===== config.mk =====
export PLATFORM = sky130hd
export DESIGN_NAME = bpa_out_reg
export DESIGN_NICKNAME = d
export VERILOG_FILES = /design/src/hw/rtl/bpa_pkg.sv /design/src/hw/rtl/bpa_out_reg.sv
export SDC_FILE = /design/constraint.sdc
export NUM_CORES = 1
export LEC_CHECK = 0
export ABC_AREA = 1
export CAP_MARGIN = 20
export CORE_MARGIN = 5
export CORE_UTILIZATION = 50
export CTS_CLUSTER_SIZE = 30
export DETAILED_ROUTE_END_ITERATION = 10
export DONT_BUFFER_PORTS = 1
export SETUP_SLACK_MARGIN = 0.15
export SLEW_MARGIN = 20
export SYNTH_ARGS = -nofsm -noshare
export SYNTH_HDL_FRONTEND = slang
export SYNTH_SLANG_ARGS = --single-unit

===== constraint.sdc =====
create_clock -name i_clk -period 0.9 [get_ports i_clk]
set_input_delay 0.09 -clock i_clk [delete_from_list [all_inputs] [get_ports i_clk]]
set_output_delay 0.09 -clock i_clk [all_outputs]
set_load 0.03 [all_outputs]

===== src/hw/rtl/bpa_pkg.sv =====
// Package with the commands, status codes, sequencer states and result word of the page allocator.
package bpa_pkg;
    localparam logic [1:0] CMD_ALLOC   = 2'd0;
    localparam logic [1:0] CMD_FREE    = 2'd1;
    localparam logic [1:0] CMD_RESERVE = 2'd2;
    localparam logic [1:0] CMD_TEST    = 2'd3;

    localparam logic [1:0] ST_OK    = 2'd0;
    localparam logic [1:0] ST_NORUN = 2'd1;
    localparam logic [1:0] ST_RANGE = 2'd2;
    localparam logic [1:0] ST_DUP   = 2'd3;

    localparam logic [16:0] COUNT_MAX = 17'h1FFFF;

    localparam logic [2:0] S_IDLE  = 3'd0;
    localparam logic [2:0] S_SCAN  = 3'd1;
    localparam logic [2:0] S_MREAD = 3'd2;
    localparam logic [2:0] S_MWAIT = 3'd3;
    localparam logic [2:0] S_MWR   = 3'd4;
    localparam logic [2:0] S_DONE  = 3'd5;
    localparam logic [2:0] S_CLEAR = 3'd6;

    typedef struct packed {
        logic [1:0]  status;
        logic [15:0] first_page;
        logic        page_used;
        logic [16:0] free_pages;
    } t_result;
endpackage


===== src/hw/rtl/bpa_out_reg.sv =====
// Output register holding one result word under valid and stall.
module bpa_out_reg
    import bpa_pkg::*;
(
    input  logic    i_clk,
    input  logic    i_rst_n,
    input  logic    i_load,
    input  t_result i_res,
    input  logic    i_stall,
    output logic    o_valid,
    output logic    o_empty,
    output t_result o_res
);
    logic    r_valid;
    t_result r_res;

    always_ff @(posedge i_clk) begin
        if (!i_rst_n) begin
            r_valid <= 1'b0;
        end else if (i_load) begin
            r_valid <= 1'b1;
        end else if (!i_stall) begin
            r_valid <= 1'b0;
        end
    end

    always_ff @(posedge i_clk) begin
        if (i_load) begin
            r_res <= i_res;
        end
    end

    assign o_valid = r_valid;
    assign o_empty = !r_valid || !i_stall;
    assign o_res   = r_res;
endmodule


After elaboration in Yosys (flattened, before gate mapping)
Cells that the tools add are included.

storage, ports and cells
  register bits = 37
  input port bits = 40
  word-level logic and storage cells = 11

cells by class
  equality and inequality tests = 1
  multiplexer cells = 2
  reduce and logical (&&, ||, !) cells = 3

operator list
  cell                                           count
  1-bit logical NOT                              2
  1-bit 2-to-1 mux                               2
  2-bit inequality test (second input constant)  1
  1-bit logical OR                               1

Depth between registers and ports, before layout
Gate-level depths: netlist of run 1.

  word-level depth = 2
  depth in mapped cells = 2

Worst setup path after synthesis of run 1
OpenSTA, ideal clock, no wires.

  path kind = flip-flop to flip-flop
  from = reg, netlist name o_valid
  to = reg r_valid (netlist: o_valid)
  arrival = 848 ps
  required time = 834 ps
  path slack = -14 ps
  stages on the path, launching flop included = 3
  buffers on the path = 0
  period minus slack after synthesis = 914 ps
  path through = dfxtp_1 > nand2_2 > a21oi_2

RTL lines
  item                  RTL line           RTL
  end signal, assigned  bpa_out_reg.sv:19  r_valid <= 1'b0;
  end signal, assigned  bpa_out_reg.sv:21  r_valid <= 1'b1;
  end signal, assigned  bpa_out_reg.sv:23  r_valid <= 1'b0;
  end, declared         bpa_out_reg.sv:14  logic r_valid;

Worst setup path in the final report of run 1
  from = reg r_res, in the netlist o_res[19]
  to = out o_res[19] in the netlist's numbering

RTL lines
  item                    RTL line           RTL
  start, declared         bpa_out_reg.sv:15  t_result r_res;
  start signal, assigned  bpa_out_reg.sv:29  r_res <= i_res;
  end, declared           bpa_out_reg.sv:12  output t_result o_res

No word-level cell between the ends.

==> results.sh, run 1 <==
export IMPL_arrival_ps=870
export IMPL_cp_max_fo=1
export IMPL_cts_root_buffer_cell="clkbuf_4"
export IMPL_rsz0062_at_grt="true"
export IMPL_die_w_um=57.41
export IMPL_r2r_end="o_valid"
export IMPL_nFillCells=120
export IMPL_postLayoutCellArea_um2=1625
export IMPL_cts_htree_levels=2
export IMPL_max_freq_ghz=1.040
export IMPL_final_common_cell="dlygate4sd3_1"
export IMPL_min_from="i_load"
export IMPL_synth_cell_types=5
export IMPL_viasPerCell=4.819
export IMPL_grt_pass1_vias=649
export IMPL_cts_buffer_depth=2
export IMPL_die_h_um=57.41
export IMPL_r2r_cells=2
export IMPL_port_buffers=0
export IMPL_multi_input_area_um2=36.28
export IMPL_drc_errors=0
export IMPL_clock_latency_ps=310
export IMPL_numCtsBuffers=5
export IMPL_drt_total_wl_um=2446
export IMPL_nets=127
export IMPL_vias=559
export IMPL_violations="hold timing, setup timing"
export IMPL_final_setup_worst_slack_ps=-61.10
export IMPL_n_antenna_cell=0
export IMPL_grt_overflow_total=0
export IMPL_gp_congestion=0.6180
export IMPL_dr_pass1_iters=3
export IMPL_place_ws_ps=264.3
export IMPL_cts_sinks=37
export IMPL_setup_viol=37
export IMPL_start_util_pct=51.79
export IMPL_cts_tree="done"
export IMPL_hold_viol_final=37
export IMPL_powerDensity_nw_per_um2=2035
export IMPL_slew_headroom_pct=78.59
export IMPL_yosys_warnings=0
export IMPL_ios=78
export IMPL_status="finished, violations left"
export IMPL_finClkSkew_ps=0
export IMPL_fin_cells=116
export IMPL_netlist_area_um2=1124
export IMPL_ir_drop_v=0.001927
export IMPL_grt_start_max_net_pins=38
export IMPL_cp_num_cells=0
export IMPL_path_clk_slew_ps=110
export IMPL_syn_inst=41
export IMPL_worst_slew_pin_transition_ps=321.8
export IMPL_drtIter0Drc=17
export IMPL_dieArea_um2=3295
export IMPL_syn_avg_cell_area_um2=27.40
export IMPL_final_layout_size_suffix_gt1_share_pct=11.36
export IMPL_end_kind="output pin"
export IMPL_worst_hold_path_endpoint="o_res[0]"
export IMPL_fin_crit_sh_pct=106.8
export IMPL_startpoint_type="flip-flop"
export IMPL_period_minus_slack_ps=961.1
export IMPL_area_sequential_um2=1105
export IMPL_syn_nets=81
export IMPL_power_leakage_uw=0.0005733
export IMPL_coreArea_um2=2170
export IMPL_ctsHoldBuffers=38
export IMPL_ys_ff_latch=37
export IMPL_hpwlAfterDp_um=1565
export IMPL_crit_type="reg -> out"
export IMPL_yosysSeqAreaShare_pct=98.00
export IMPL_placed_cell_area_um2=1172
export IMPL_rows=17
export IMPL_antenna_found_initial=0
export IMPL_dp_cells=70
export IMPL_area_delta_synth_final_pct=44.65
export IMPL_routedWlPerCell_um=21.09
export IMPL_final_cell_mix="dlygate4sd3_1 (38), edfxtp_1 (36), clkbuf_4 (5), inv_1 (2), clkinv_1 (2)"
export IMPL_grt_pass1_wl_um=3422
export IMPL_route_antenna_remaining_nets=0
export IMPL_final_util_pct=74.91
export IMPL_hp_class="in -> reg"
export IMPL_hold_path_depth=0
export IMPL_maxCapViolCount=0
export IMPL_r2r_slack_ps=230
export IMPL_rr_startpoint="o_valid"
export IMPL_required_ps=810
export IMPL_slew_viol_final=0
export IMPL_whs_ps=-124.0
export IMPL_grt_usage_pct=14.91
[cells in the mapped netlist]
master,instances,share of area [%]
edfxtp_1,36,96
nand2_2,1,0.56
a21oi_2,1,0.78
dfxtp_1,1,1.8
inv_1,2,0.67
[worst max-delay path by stage]
stage,start,endpoint,slack [ps]
after floorplan,o_valid,o_valid,170
after global placement,o_valid,o_valid,300
after detailed placement,o_valid,o_valid,260
after global routing,o_res[5],o_res[5],-110
after CTS,o_res[6],o_res[6],-70
final,o_res[19],o_res[19],-60
[layout make-up]
class	instances	area share, %
repair buffers	39	24.10
clock inverters	3	0.7698
flip-flops and latches	37	67.98
inverters	2	0.4619
clock buffers	5	2.309
well taps	28	2.156
multi-input cells	2	2.232
[cell families after synthesis]
| family | count (synthesis) | share of synthesized area, % |
|---|---|---|
| simple gates | 1 | 0.5571 |
| buf+inv | 2 | 0.6684 |
| compound gates | 1 | 0.7797 |
| flops | 37 | 98.00 |
[routing by layer]
layer,track usage [%],vias up,share of wire (%)
li1,-,252,-
met1,11.88,264,29
met2,29.84,41,60
met3,7.919,2,9.8
met4,4.305,0,1.1
met5,0,-,0
[metrics by stage]
stage          setup TNS, ps  total power, uW
2_1_floorplan              0             2406
3_3_place_gp               0             2437
3_5_place_dp               0             2440
4_1_cts                -2194             3303
5_1_grt                -3073             3425
6_report               -1642             3308
[sequential cells by signal, indices dropped and copies added (netlist names)]
register / count
o_res: 36
o_valid: 1
[power breakdown]
group,internal [uW],leakage [uW],switching [uW]
logic,122,0.000182,45.7
clock network,282,0.0000300,481
registers,2050,0.000361,327
[repair_timing]
item | in CTS | in global routing
cloned | 0 | 0
gates resized for setup | 3 | 1
hold endpoints to repair | 73 | 37
setup endpoints to repair | 38 | 39
pin swaps | 1 | 1
buffers inserted | 0 | 0
No activity file was read; power rests on OpenSTA's default activity.
==> run 2: changes to the inputs <==
--- a/config.mk
+++ b/config.mk
@@ -9,6 +9,7 @@
 export CAP_MARGIN = 20
 export CORE_MARGIN = 5
 export CORE_UTILIZATION = 50
+export CTS_BUF_LIST = sky130_fd_sc_hd__clkbuf_16
 export CTS_CLUSTER_SIZE = 30
 export DETAILED_ROUTE_END_ITERATION = 10
 export DONT_BUFFER_PORTS = 1
==> results.sh, run 2 (synthesis results as in run 1) <==
export IMPL_final_util_pct=78.60
export IMPL_startpoint_type="flip-flop"
export IMPL_powerDensity_nw_per_um2=2414
export IMPL_end_kind="output pin"
export IMPL_grt_start_max_net_pins=38
export IMPL_maxCapViolCount=0
export IMPL_fin_crit_sh_pct=99.21
export IMPL_hold_path_depth=0
export IMPL_p_total_uw=4117
export IMPL_internal_power_uw=3175
export IMPL_cts_sinks=37
export IMPL_dr_pass1_iters=4
export IMPL_cp_max_fo=1
export IMPL_ir_drop_v=0.001942
export IMPL_hpwlAfterDp_um=1565
export IMPL_slew_headroom_pct=78.57
export IMPL_post_cts_buffers=0
export IMPL_path_clk_slew_ps=50
export IMPL_final_cell_mix="dlygate4sd3_1 (38), edfxtp_1 (36), clkbuf_16 (5), inv_1 (2), clkinv_1 (2)"
export IMPL_worst_slew_pin_transition_ps=322.1
export IMPL_crit_type="reg -> out"
export IMPL_r2r_cells=2
export IMPL_final_common_cell="dlygate4sd3_1"
export IMPL_min_from="i_load"
export IMPL_largest_reg_flops=36
export IMPL_viasPerCell=4.793
export IMPL_setup_viol=0
export IMPL_nets=127
export IMPL_area_delta_synth_final_pct=51.78
export IMPL_swShare_pct=22.87
export IMPL_start_util_pct=51.79
export IMPL_power_share_clock_pct=38.2
export IMPL_antenna_found_initial=0
export IMPL_grt_overflow_total=0
export IMPL_gp_congestion=0.6180
export IMPL_finClkSkew_ps=0
export IMPL_grt_pass1_vias=617
export IMPL_drt_total_wl_um=2439
export IMPL_whs_ps=-70.02
export IMPL_r2r_end="o_valid"
export IMPL_die_w_um=57.41
export IMPL_worst_hold_path_endpoint="o_res[5]"
export IMPL_ios=78
export IMPL_grt_pass1_wl_um=3429
export IMPL_n_antenna_cell=0
export IMPL_required_ps=810
export IMPL_grt_usage_pct=14.85
export IMPL_final_layout_size_suffix_gt1_share_pct=11.36
export IMPL_cts_htree_levels=2
export IMPL_nFillCells=116
export IMPL_cts_root_buffer_cell="clkbuf_16"
export IMPL_worstSetupStartpoint="o_res[19]"
export IMPL_rsz0062_at_grt="true"
export IMPL_route_antenna_remaining_nets=0
export IMPL_r2r_slack_ps=230
export IMPL_hp_class="in -> reg"
export IMPL_drtIter0Drc=15
export IMPL_vias=556
export IMPL_rr_startpoint="o_valid"
export IMPL_max_freq_ghz=1.120
export IMPL_dieArea_um2=3295
export IMPL_final_setup_worst_slack_ps=7.128
export IMPL_cts_buffer_depth=2
export IMPL_status="finished, violations left"
export IMPL_ctsHoldBuffers=38
export IMPL_slew_viol_final=0
export IMPL_routedWlPerCell_um=21.03
export IMPL_place_ws_ps=264.3
export IMPL_seq_power_share_pct=57.8
export IMPL_arrival_ps=800
export IMPL_period_minus_slack_ps=892.9
export IMPL_area_sequential_um2=1105
export IMPL_clock_latency_ps=270
export IMPL_drc_errors=0
export IMPL_port_buffers=0
export IMPL_multi_input_area_um2=28.78
export IMPL_coreArea_um2=2170
export IMPL_numCtsBuffers=5
export IMPL_power_leakage_uw=0.0006108
export IMPL_violations="hold timing"
export IMPL_die_h_um=57.41
export IMPL_fin_setup_tns_ps=0
export IMPL_cts_tree="done"
export IMPL_rows=17
export IMPL_hold_viol_final=37
export IMPL_p_comb_share_pct=4.0
export IMPL_p_sw_uw=941.4
run 2: cell count changes in the layout (fill, tap and decap cells not counted):
cell       change
a21oi_4        -1
clkbuf_16      +5
clkbuf_4       -5
a21oi_2        +1
run 2: area by class of cell:
type	instances	share of cell area, %
Multi-Input combinational cell	2	1.687
Clock buffer	5	7.337
Inverter	2	0.4402
Clock inverter	3	0.7337
Tap cell	28	2.054
Sequential cell	37	64.78
Timing Repair Buffer	39	22.96
run 2: per-layer routing:
metal	GRT usage, %	vias to the layer above	part of all wire (%)
li1	-	249	-
met1	14.37	270	34
met2	27.74	37	57
met3	8.371	0	9.2
met4	1.987	0	0
met5	0	-	0
run 2: how the worst max path moves through the flow:
stage	end	slack, ps	cells past startpoint
2_1_floorplan	o_valid	170	2
3_3_place_gp	o_valid	300	2
3_5_place_dp	o_valid	260	2
4_1_cts	o_res[6]	3	0
5_1_grt	o_res[19]	-10	0
6_report	o_res[19]	7	0
run 2: metrics by stage:
stage          cells  area [um2]
6_report         116        1705
5_1_grt          116        1705
4_1_cts          116        1705
3_5_place_dp      70        1172
3_3_place_gp      70        1172
2_1_floorplan     41        1130
run 2: power by group through the flow:
stage | registers, uW | logic (uW) | clock network (uW)
after global placement | 2410 | 22.9 | 0
final | 2380 | 165 | 1570
after CTS | 2380 | 159 | 1580
after global routing | 2390 | 176 | 1680
after detailed placement | 2420 | 23.5 | 0
after floorplan | 2390 | 11.6 | 0
run 2: repair_timing:
item / CTS / global route
pin swaps: 1 / 1
resized for setup: 3 / 0
endpoints found under the setup margin: 38 / 38
hold endpoints to repair: 73 / 37
